### src/rtl/tbc_pkg.sv
// Package: widths, register indexes, command and status types for the collision step.
package tbc_pkg;
	localparam int VAL_W = 20;
	localparam int FRAC_BITS_DEF = 8;
	localparam int ADDR_W = 5;
	localparam logic signed [VAL_W-1:0] VAL_MAX = 20'sh7FFFF;
	localparam logic signed [VAL_W-1:0] VAL_MIN = 20'sh80000;

	localparam logic [2:0] REG_FIELD_W = 3'd0;
	localparam logic [2:0] REG_FIELD_H = 3'd1;
	localparam logic [2:0] REG_BOX     = 3'd2;
	localparam logic [2:0] REG_MASS0   = 3'd3;
	localparam logic [2:0] REG_MASS1   = 3'd4;

	localparam logic FUNC_LOAD = 1'b0;
	localparam logic FUNC_TICK = 1'b1;

	// datapath commands from the controller
	typedef struct packed {
		logic load;     // write one body from the input item
		logic reflect;  // wall reflection and overlap test
		logic div_start;// start division of lane div_lane
		logic [1:0] div_lane;
		logic div_wb;   // write back quotient of lane div_lane
		logic move;     // advance positions
	} tbc_cmd_t;

	typedef struct packed {
		logic div_busy;
		logic hit;
		logic sum_zero;
	} tbc_sts_t;

	function automatic logic signed [VAL_W-1:0] sat20(input logic signed [47:0] v);
		if (v > 48'sd524287) return VAL_MAX;
		if (v < -48'sd524288) return VAL_MIN;
		return v[VAL_W-1:0];
	endfunction
endpackage

### src/rtl/tbc_in_t.sv
// Input and output item payload types.
package tbc_io_pkg;
	typedef struct packed {
		logic func;
		logic body_index;
		logic signed [19:0] load_pos_x;
		logic signed [19:0] load_pos_y;
		logic signed [19:0] load_vel_x;
		logic signed [19:0] load_vel_y;
	} tbc_in_t;
	typedef struct packed {
		logic signed [19:0] body0_x;
		logic signed [19:0] body0_y;
		logic signed [19:0] body1_x;
		logic signed [19:0] body1_y;
		logic overlap_hit;
	} tbc_out_t;
endpackage

### src/rtl/tbc_if.sv
// Valid/ready stream interface carrying one payload.
interface tbc_if #(parameter type T = logic) ();
	logic valid;
	logic ready;
	T     data;
	modport source (output valid, output data, input ready);
	modport sink (input valid, input data, output ready);
endinterface

### src/rtl/tbc_div.sv
// Restoring divider, one quotient bit a cycle, with round to nearest ties away from zero.
module tbc_div (
	input  logic clk,
	input  logic arst_n,
	input  logic start,
	input  logic signed [30:0] num,
	input  logic [8:0] den,
	output logic busy,
	output logic signed [30:0] quo
);
	localparam int NW = 31;
	logic [NW-1:0] mag_q;
	logic [NW-1:0] q_q;
	logic [9:0]    rem_q;
	logic [8:0]    den_q;
	logic          neg_q;
	logic [4:0]    cnt_q;
	logic [9:0]    rem_sh;
	logic [NW-1:0] num_abs;
	logic [NW:0]   qr;

	assign num_abs = num[NW-1] ? NW'(-num) : NW'(num);
	assign rem_sh = {rem_q[8:0], mag_q[NW-1]};

	always_ff @(posedge clk or negedge arst_n) begin
		if (!arst_n) begin
			busy  <= 1'b0;
			cnt_q <= '0;
		end else if (start) begin
			busy  <= 1'b1;
			cnt_q <= 5'(NW);
		end else if (busy) begin
			cnt_q <= cnt_q - 5'd1;
			if (cnt_q == 5'd1) busy <= 1'b0;
		end
	end

	always_ff @(posedge clk) begin
		if (start) begin
			// add half divisor up front so truncation rounds
			mag_q <= num_abs + NW'(den >> 1);
			den_q <= den;
			neg_q <= num[NW-1];
			rem_q <= '0;
			q_q   <= '0;
		end else if (busy) begin
			mag_q <= {mag_q[NW-2:0], 1'b0};
			if (rem_sh >= {1'b0, den_q}) begin
				rem_q <= rem_sh - {1'b0, den_q};
				q_q   <= {q_q[NW-2:0], 1'b1};
			end else begin
				rem_q <= rem_sh;
				q_q   <= {q_q[NW-2:0], 1'b0};
			end
		end
	end

	assign qr  = {1'b0, q_q};
	assign quo = neg_q ? NW'(-qr) : NW'(qr);
endmodule

### src/rtl/tbc_dp.sv
// Datapath: body state, reflection, overlap test, collision numerators, motion step.
module tbc_dp #(
	parameter int FRAC_BITS = tbc_pkg::FRAC_BITS_DEF
) (
	input  logic clk,
	input  logic arst_n,
	input  tbc_pkg::tbc_cmd_t cmd,
	output tbc_pkg::tbc_sts_t sts,
	input  tbc_io_pkg::tbc_in_t in_item,
	input  logic [10:0] field_width,
	input  logic [10:0] field_height,
	input  logic [7:0]  box_size,
	input  logic [7:0]  mass_first,
	input  logic [7:0]  mass_second,
	output logic signed [19:0] pos_x [2],
	output logic signed [19:0] pos_y [2]
);
	import tbc_pkg::*;
	logic signed [19:0] px_q [2];
	logic signed [19:0] py_q [2];
	logic signed [19:0] vx_q [2];
	logic signed [19:0] vy_q [2];
	logic hit_q;
	logic signed [31:0] side, fw, fh;
	logic signed [8:0] m0, m1;
	logic signed [30:0] numer;
	logic signed [19:0] va, vb;
	logic signed [30:0] quo;
	logic busy;
	logic signed [19:0] nv_q [4];
	logic commit_q;

	assign side = 32'(box_size) <<< FRAC_BITS;
	assign fw   = 32'(field_width) <<< FRAC_BITS;
	assign fh   = 32'(field_height) <<< FRAC_BITS;
	assign m0   = 9'(mass_first);
	assign m1   = 9'(mass_second);

	// lane 0: v0x, 1: v0y, 2: v1x, 3: v1y
	always_comb begin
		case (cmd.div_lane)
			2'd0: begin va = vx_q[0]; vb = vx_q[1]; end
			2'd1: begin va = vy_q[0]; vb = vy_q[1]; end
			2'd2: begin va = vx_q[1]; vb = vx_q[0]; end
			2'd3: begin va = vy_q[1]; vb = vy_q[0]; end
			default: begin va = vx_q[0]; vb = vx_q[1]; end
		endcase
	end

	always_comb begin
		if (cmd.div_lane[1])
			numer = 31'((m1 - m0) * va) + 31'(2 * m0 * vb);
		else
			numer = 31'((m0 - m1) * va) + 31'(2 * m1 * vb);
	end

	tbc_div u_div (
		.clk(clk), .arst_n(arst_n), .start(cmd.div_start), .num(numer),
		.den(9'(mass_first) + 9'(mass_second)), .busy(busy), .quo(quo)
	);

	function automatic logic signed [19:0] step60(input logic signed [19:0] v);
		logic [19:0] a;
		logic [19:0] q;
		a = v[19] ? 20'(-21'(v)) : v;
		q = 20'((36'(a + 20'd30) * 36'd69906) >> 22);
		if (20'(q * 20'd60) > a + 20'd30) q = q - 20'd1;
		return v[19] ? -q : q;
	endfunction

	always_ff @(posedge clk or negedge arst_n) begin
		if (!arst_n) begin
			for (int i = 0; i < 2; i++) begin
				px_q[i] <= '0; py_q[i] <= '0; vx_q[i] <= '0; vy_q[i] <= '0;
			end
			hit_q <= 1'b0;
		end else begin
			if (cmd.load) begin
				px_q[in_item.body_index] <= in_item.load_pos_x;
				py_q[in_item.body_index] <= in_item.load_pos_y;
				vx_q[in_item.body_index] <= in_item.load_vel_x;
				vy_q[in_item.body_index] <= in_item.load_vel_y;
				hit_q <= 1'b0;
			end
			if (cmd.reflect) begin
				for (int i = 0; i < 2; i++) begin
					if (32'(px_q[i]) + side >= fw || px_q[i] <= 0)
						vx_q[i] <= sat20(-48'(vx_q[i]));
					if (32'(py_q[i]) + side >= fh || py_q[i] <= 0)
						vy_q[i] <= sat20(-48'(vy_q[i]));
				end
				hit_q <= (32'(px_q[0]) < 32'(px_q[1]) + side) &&
					(32'(px_q[0]) + side > 32'(px_q[1])) &&
					(32'(py_q[0]) < 32'(py_q[1]) + side) &&
					(32'(py_q[0]) + side > 32'(py_q[1]));
			end
			if (commit_q) begin
				vx_q[0] <= nv_q[0]; vy_q[0] <= nv_q[1];
				vx_q[1] <= nv_q[2]; vy_q[1] <= nv_q[3];
			end
			if (cmd.move) begin
				for (int i = 0; i < 2; i++) begin
					px_q[i] <= sat20(48'(px_q[i]) + 48'(step60(vx_q[i])));
					py_q[i] <= sat20(48'(py_q[i]) + 48'(step60(vy_q[i])));
				end
			end
		end
	end

	// quotients parked until all four lanes are done (lanes read old velocities)
	always_ff @(posedge clk) begin
		if (cmd.div_wb) nv_q[cmd.div_lane] <= sat20(48'(quo));
	end
	always_ff @(posedge clk or negedge arst_n) begin
		if (!arst_n) commit_q <= 1'b0;
		else commit_q <= cmd.div_wb && cmd.div_lane == 2'd3;
	end

	assign sts.div_busy = busy || commit_q;
	assign sts.hit      = hit_q;
	assign sts.sum_zero = (mass_first == 8'd0) && (mass_second == 8'd0);
	assign pos_x = px_q;
	assign pos_y = py_q;
endmodule

### src/rtl/tbc_ctrl.sv
// Controller: sequences load, reflection, four divisions (on an overlap with nonzero mass sum) and the motion step.
module tbc_ctrl (
	input  logic clk,
	input  logic arst_n,
	input  logic in_valid,
	input  logic in_func,
	output logic in_ready,
	output logic out_valid,
	input  logic out_ready,
	output tbc_pkg::tbc_cmd_t cmd,
	input  tbc_pkg::tbc_sts_t sts
);
	import tbc_pkg::*;
	typedef enum logic [5:0] {
		S_IDLE = 6'b000001, S_REFL = 6'b000010, S_DIVS = 6'b000100,
		S_DIVW = 6'b001000, S_MOVE = 6'b010000, S_OUT = 6'b100000
	} state_t;
	state_t st_q;
	logic [1:0] lane_q;

	assign in_ready  = (st_q == S_IDLE);
	assign out_valid = (st_q == S_OUT);

	always_comb begin
		cmd = '0;
		cmd.div_lane = lane_q;
		cmd.load = (st_q == S_IDLE) && in_valid && in_func == FUNC_LOAD;
		cmd.reflect = (st_q == S_REFL);
		cmd.div_start = (st_q == S_DIVS) && sts.hit && !sts.sum_zero;
		cmd.div_wb = (st_q == S_DIVW) && !sts.div_busy;
		// hold the move until the new velocities are in place
		cmd.move = (st_q == S_MOVE) && !sts.div_busy;
	end

	always_ff @(posedge clk or negedge arst_n) begin
		if (!arst_n) begin
			st_q <= S_IDLE;
			lane_q <= '0;
		end else begin
			case (st_q)
				S_IDLE: if (in_valid) st_q <= (in_func == FUNC_TICK) ? S_REFL : S_OUT;
				S_REFL: begin
					lane_q <= '0;
					st_q <= S_DIVS;
				end
				S_DIVS: begin
					if (!sts.hit || sts.sum_zero) st_q <= S_MOVE;
					else st_q <= S_DIVW;
				end
				S_DIVW: begin
					if (!sts.div_busy) begin
						if (lane_q == 2'd3) st_q <= S_MOVE;
						else begin
							lane_q <= lane_q + 2'd1;
							st_q <= S_DIVS;
						end
					end
				end
				S_MOVE: if (!sts.div_busy) st_q <= S_OUT;
				S_OUT: if (out_ready) st_q <= S_IDLE;
				default: st_q <= S_IDLE;
			endcase
		end
	end
endmodule

### src/rtl/two_body_box_collision_step_top.sv
// Top level: APB register file, item channels, controller and datapath.
// A load item goes straight to its result; a tick runs the reflection and overlap test,
// then four passes of the 31-bit serial divider by the mass sum when the boxes overlap
// and the mass sum is not zero, then the motion step. One item is in flight at a time.
module two_body_box_collision_step_top #(
	parameter int FRAC_BITS = tbc_pkg::FRAC_BITS_DEF
) (
	input  logic clk,
	input  logic arst_n,
	tbc_if.sink   in_ch,
	tbc_if.source out_ch,
	input  logic psel,
	input  logic penable,
	input  logic pwrite,
	input  logic [tbc_pkg::ADDR_W-1:0] paddr,
	input  logic [31:0] pwdata,
	output logic [31:0] prdata,
	output logic pready
);
	import tbc_pkg::*;
	import tbc_io_pkg::*;
	logic [10:0] fw_q, fh_q;
	logic [7:0] box_q, m0_q, m1_q;
	tbc_cmd_t cmd;
	tbc_sts_t sts;
	logic signed [19:0] px [2];
	logic signed [19:0] py [2];
	tbc_in_t it;
	tbc_out_t ot;
	logic [2:0] ridx;

	assign pready = 1'b1;
	assign ridx = paddr[4:2];
	always_ff @(posedge clk or negedge arst_n) begin
		if (!arst_n) begin
			fw_q <= 11'd640; fh_q <= 11'd360; box_q <= 8'd50; m0_q <= 8'd75; m1_q <= 8'd75;
		end else if (psel && penable && pwrite && pready) begin
			case (ridx)
				REG_FIELD_W: fw_q <= pwdata[10:0];
				REG_FIELD_H: fh_q <= pwdata[10:0];
				REG_BOX:     box_q <= pwdata[7:0];
				REG_MASS0:   m0_q <= pwdata[7:0];
				REG_MASS1:   m1_q <= pwdata[7:0];
				default: ;
			endcase
		end
	end
	always_comb begin
		case (ridx)
			REG_FIELD_W: prdata = 32'(fw_q);
			REG_FIELD_H: prdata = 32'(fh_q);
			REG_BOX:     prdata = 32'(box_q);
			REG_MASS0:   prdata = 32'(m0_q);
			REG_MASS1:   prdata = 32'(m1_q);
			default:     prdata = '0;
		endcase
	end

	assign it = in_ch.data;

	tbc_ctrl u_ctrl (
		.clk(clk), .arst_n(arst_n), .in_valid(in_ch.valid), .in_func(it.func),
		.in_ready(in_ch.ready), .out_valid(out_ch.valid), .out_ready(out_ch.ready),
		.cmd(cmd), .sts(sts)
	);

	tbc_dp #(.FRAC_BITS(FRAC_BITS)) u_dp (
		.clk(clk), .arst_n(arst_n), .cmd(cmd), .sts(sts), .in_item(it),
		.field_width(fw_q), .field_height(fh_q), .box_size(box_q),
		.mass_first(m0_q), .mass_second(m1_q), .pos_x(px), .pos_y(py)
	);

	logic tick_q;
	always_ff @(posedge clk or negedge arst_n) begin
		if (!arst_n) tick_q <= 1'b0;
		else if (in_ch.valid && in_ch.ready) tick_q <= it.func;
	end

	assign ot.body0_x = px[0];
	assign ot.body0_y = py[0];
	assign ot.body1_x = px[1];
	assign ot.body1_y = py[1];
	assign ot.overlap_hit = tick_q && sts.hit;
	assign out_ch.data = ot;

	a_no_overlap_accept: assert property (@(posedge clk) disable iff (!arst_n)
		out_ch.valid |-> !in_ch.ready) else $error("input taken while result pending");
	a_load_no_hit: assert property (@(posedge clk) disable iff (!arst_n)
		(out_ch.valid && !tick_q) |-> !ot.overlap_hit) else $error("load reported hit");
	a_wb_idle: assert property (@(posedge clk) disable iff (!arst_n)
		cmd.div_wb |-> !sts.div_busy) else $error("quotient taken while busy");
endmodule

### src/flat_wrapper.sv
// flat-port wrapper written by rule: the top's interface ports become plain ports
module two_body_box_collision_step_top_flat import tbc_pkg::*; import tbc_io_pkg::*;
#(
	parameter int FRAC_BITS = tbc_pkg::FRAC_BITS_DEF
)
  (clk, arst_n, psel, penable, pwrite, paddr, pwdata, prdata, pready, in_ch_valid, in_ch_data, in_ch_ready, out_ch_valid, out_ch_data, out_ch_ready);
  tbc_if #(.T(tbc_in_t)) in_ch_i ();
  tbc_if #(.T(tbc_out_t)) out_ch_i ();
  input  logic clk;
  input  logic arst_n;
  input  logic psel;
  input  logic penable;
  input  logic pwrite;
  input  logic [tbc_pkg::ADDR_W-1:0] paddr;
  input  logic [31:0] pwdata;
  output logic [31:0] prdata;
  output logic pready;
  input wire logic [$bits(in_ch_i.valid)-1:0] in_ch_valid;
  input wire logic [$bits(in_ch_i.data)-1:0] in_ch_data;
  output wire logic [$bits(in_ch_i.ready)-1:0] in_ch_ready;
  output wire logic [$bits(out_ch_i.valid)-1:0] out_ch_valid;
  output wire logic [$bits(out_ch_i.data)-1:0] out_ch_data;
  input wire logic [$bits(out_ch_i.ready)-1:0] out_ch_ready;
  assign in_ch_i.valid = in_ch_valid;
  assign in_ch_i.data = in_ch_data;
  assign in_ch_ready = in_ch_i.ready;
  assign out_ch_valid = out_ch_i.valid;
  assign out_ch_data = out_ch_i.data;
  assign out_ch_i.ready = out_ch_ready;
  two_body_box_collision_step_top #(.FRAC_BITS(FRAC_BITS)) u_core (.clk(clk), .arst_n(arst_n), .in_ch(in_ch_i), .out_ch(out_ch_i), .psel(psel), .penable(penable), .pwrite(pwrite), .paddr(paddr), .pwdata(pwdata), .prdata(prdata), .pready(pready));
endmodule
### config.mk
export PLATFORM = sky130hd
export DESIGN_NAME = two_body_box_collision_step_top_flat
export DESIGN_NICKNAME = d
export VERILOG_FILES = /design/src/rtl/tbc_pkg.sv /design/src/rtl/tbc_in_t.sv /design/src/rtl/tbc_if.sv /design/src/rtl/tbc_div.sv /design/src/rtl/tbc_dp.sv /design/src/rtl/tbc_ctrl.sv /design/src/rtl/two_body_box_collision_step_top.sv /design/src/flat_wrapper.sv
export SDC_FILE = /design/constraint.sdc
export NUM_CORES = 2
export LEC_CHECK = 0
export ABC_CLOCK_PERIOD_IN_PS = 19660
export BUFFER_PORTS_ARGS = -buffer_cell sky130_fd_sc_hd__clkbuf_2
export CAP_MARGIN = 20
export CORE_ASPECT_RATIO = 1.1
export CORE_MARGIN = 4
export CORE_UTILIZATION = 25
export CTS_BUF_LIST = sky130_fd_sc_hd__clkbuf_4
export DETAILED_ROUTE_END_ITERATION = 8
export GPL_TIMING_DRIVEN = 0
export MAX_ROUTING_LAYER = met4
export SETUP_SLACK_MARGIN = 0.5
export SLEW_MARGIN = 20
export SYNTH_ARGS = -nofsm -noshare
export SYNTH_HDL_FRONTEND = slang
export SYNTH_HIERARCHICAL = 1
export SYNTH_SLANG_ARGS = --single-unit
### constraint.sdc
create_clock -name clk -period 19.66 [get_ports clk]
set_clock_uncertainty 0.1 [all_clocks]
set_input_delay 2.949 -clock clk [delete_from_list [all_inputs] [get_ports clk]]
set_output_delay 2.949 -clock clk [all_outputs]
set_load 0.005 [all_outputs]
==> results.ini <==
[clocking]
clockBufferDepth=3
hold_buffers=0
cts_sinks=384
cts_root_buf=clkbuf_4
htree_levels=3
cts_buffers=111
cts_tree=yes
clock_latency_ns=1.05
cts.reportedPaths.clkPinSlew_ns=0.07

[yosys]
yosys.area.top_type=fa_1
synth_edf_count=121
synth_top_area_share_pct=19.0
ys_types=124
postSynthCellCount=9916
ys_seq_elements=384
synth_area_leaders=fa_1, ha_1, inv_1, dfrtp_1, xnor2_1
seq_area_frac_synth_pct=12.0
synthesis.area_um2=83900
avgSynthCellArea_um2=8.46
async_flop_share_pct=58.1
synth_ff_type=dfrtp_1
yosysWarnings=6

[floorplanning]
pin_count=242
start_util_pct=25.2
die_area_um2=345000
core-area_um2=333000
die_h_um=616
die_w_um=560
core.rowCount=222

[detailed_routing]
ant_nets=0
drt-pass1-iter-count=6
drt_wl_total_um=289000
via_per_inst=4.89
num_vias=72200
drc_errors=0
drt-initial-drc-count=5623
wl_per_cell_um=19.6

[status]
status=finished, final reports clean

[job]
maxCapViolations=0

[global_routing]
grtUsageMet1_pct=20.8
grt_pass1_vias=70900
grt_max_degree=77
top_usage_layer=met2
antenna_found_initial=33
track_usage_pct=16.8
grtUsageMet3_pct=2.41
grt_pass1_wl_um=437000
grt-ovfl-total=0
grt_use_met2_pct=26.8

[hold_path]
hp-class=reg -> reg
holdPathEnd=u_core/u_dp/vx_q[19]$_DFF_PN0_
hold_start=u_core/u_dp/nv_q[2][19]$_DFFE_PP_
min_path_cells=2

[worst_setup_path]
cp_max_fo=10
start_kind=flip-flop
cp.required_ns=20.46
path_delay_family=compound AO/OA/AOI/OAI gates
end_kind=flip-flop
critPathKind=reg -> reg
critPathArrivalTime_ns=19.06
slowest_delay_ns=0.64
r2r_cells=79
cp_slowest_cell=or4b_2
cp.buffers_inverters=13
rr_endpoint=u_core/u_dp/pos_x[38]$_DFFE_PN0P_
cpMostUsedCell=ha_1
r2r_setup_slack_ns=1.40
crit_start=u_core/u_dp/vx_q[20]$_DFFE_PN0P_
r2r-start=u_core/u_dp/vx_q[20]$_DFFE_PN0P_

[sta]
worst_slew_pin_slew_ns=1.24
timing.final.ws_setup_ns=1.40
slew_headroom_pct=16.6
finalSetupViolations=0
rsz0062_at_grt=yes
min_period_over_period_pct=92.9
maxSlewViolCount=0
fin_crit_ns=18.26
whs_ns=0.326
finalHoldViolations=0
max_freq_mhz=54.8

[place]
place_ws_ns=-1.99
port_buffers=193
dp_cells=14500
gp_congestion=1.01
hpwl_um=245000

[final_layout]
area_growth_pct=10.8
drive_gt1_share_pct=8.43
layout.cells.non_filler=14700
final_net_count=12400

through the flow:
step                      util (%)  setup TNS, ns  cell area [um2]
final                         27.9              0            93000
after global routing          27.9              0            93000
after CTS                     27.7              0            92400
after detailed placement      27.2         -82.08            90700
after global placement        27.1         -78.79            90400
after floorplan                  -              0            84000
timing repair:
action / CTS / global route
setup buffers: 2 / 14
gates resized for setup: 57 / 132
pin swaps: 2 / 13
endpoints found under the setup margin: 80 / 81
cells in the mapped netlist, types with 188 or more instances:
library cell	number
xor2_1	237
dfrtp_1	205
xnor2_1	525
fa_1	797
clkbuf_1	331
and2_1	284
nand2_1	860
a21oi_1	468
ha_1	1189
nor2_1	524
inv_1	1572
nand3_1	188
o21ai_0	369
sequential cells by signal (all words and copies together) (netlist names):
register and flops:
u_core/u_dp/vx_q 40, u_core/u_ctrl/st_q 6, u_core/u_dp/vy_q 40, u_core/m0_q 8, u_core/fw_q 11, u_core/tick_q 1, u_core/u_dp/nv_q 80, u_core/u_ctrl/lane_q 2
u_core/u_dp/commit_q 1, u_core/m1_q 8, u_core/u_dp/u_div/cnt_q 5, u_core/u_dp/u_div/rem_q 9, u_core/u_dp/u_div/mag_q 31, u_core/u_dp/u_div/q_q 31, u_core/u_dp/u_div/neg_q 1, u_core/box_q 8
u_core/fh_q 11, u_core/u_dp/u_div/den_q 9, u_core/u_dp/hit_q 1, u_core/u_dp/pos_x 40, u_core/u_dp/pos_y 40, u_core/u_dp/u_div/busy 1
kinds of logic (layout without fill, tap and decap cells):
group	Yosys count	after routing	share of synthesized area, %
adders and majority gates	2054	2054	37.5
other	2	44	0.00895
buffers and inverters	1998	2421	9.12
and+or+nand+nor	2606	2606	15.4
xor gates and xnor gates	768	768	8.11
AOI/OAI and AO/OA	1854	1854	14.7
DFF	384	384	12.0
muxes	250	250	3.19
cell usage in the layout, fill, tap and decap left out, drive strengths merged, types with 48 or more instances in the layout:
master and n:
inv 1584, ha 1189, nand2 860, fa 797, clkbuf 681, nor2 526
xnor2 525, a21oi 468, o21ai 400, and2 285, xor2 238, dfrtp 205
nand3 189, a21o 185, nor3 136, mux2i 129, edfxtp 121, mux2 119
a211oi 113, buf 104, o21a 91, o31ai 85, and3 82, nand2b 76
nor2b 76, o21bai 72, maj3 68, nand4 66, or3 65, nor4 63
clkinv 51, a31oi 48
worst register-to-register path: cells and delay by family (launching register included):
kind	cells	cell delay [ns]
compound gates	30	6.54
fa+ha+maj	11	3.92
simple gates	17	3.23
buf+inv	13	2.15
xor+xnor	7	1.42
flops	1	0.54
mux	1	0.23
worst max path at each step:
stage	end	cells after the start
finish	u_core/u_dp/pos_x[38]$_DFFE_PN0P_	79
global route	u_core/u_dp/pos_x[38]$_DFFE_PN0P_	78
CTS	u_core/u_dp/pos_x[38]$_DFFE_PN0P_	78
detailed placement	u_core/u_dp/pos_x[38]$_DFFE_PN0P_	78
global placement	u_core/u_dp/pos_x[38]$_DFFE_PN0P_	78
floorplan	u_core/u_dp/pos_x[38]$_DFFE_PN0P_	75
per-layer routing:
metal,part of all wire (%),vias to the layer above
li1,-,34100
met4,5.9,0
met2,46,2457
met5,0,-
met1,42,35000
met3,6.4,553
cell type report:
cell class	instances	area, um2
sequential	384	10000
buffer	409	1760
inverter	1589	5960
clock inverter	47	255
multi-input combinational	7554	67100
fill	36000	240000
antenna	22	55.1
clock buffer	156	1170
timing repair buffer	220	1230
tap	4368	5470
Power is not shown: default switching activity piles up to over one toggle a cycle in this logic, so the estimate is an artifact.
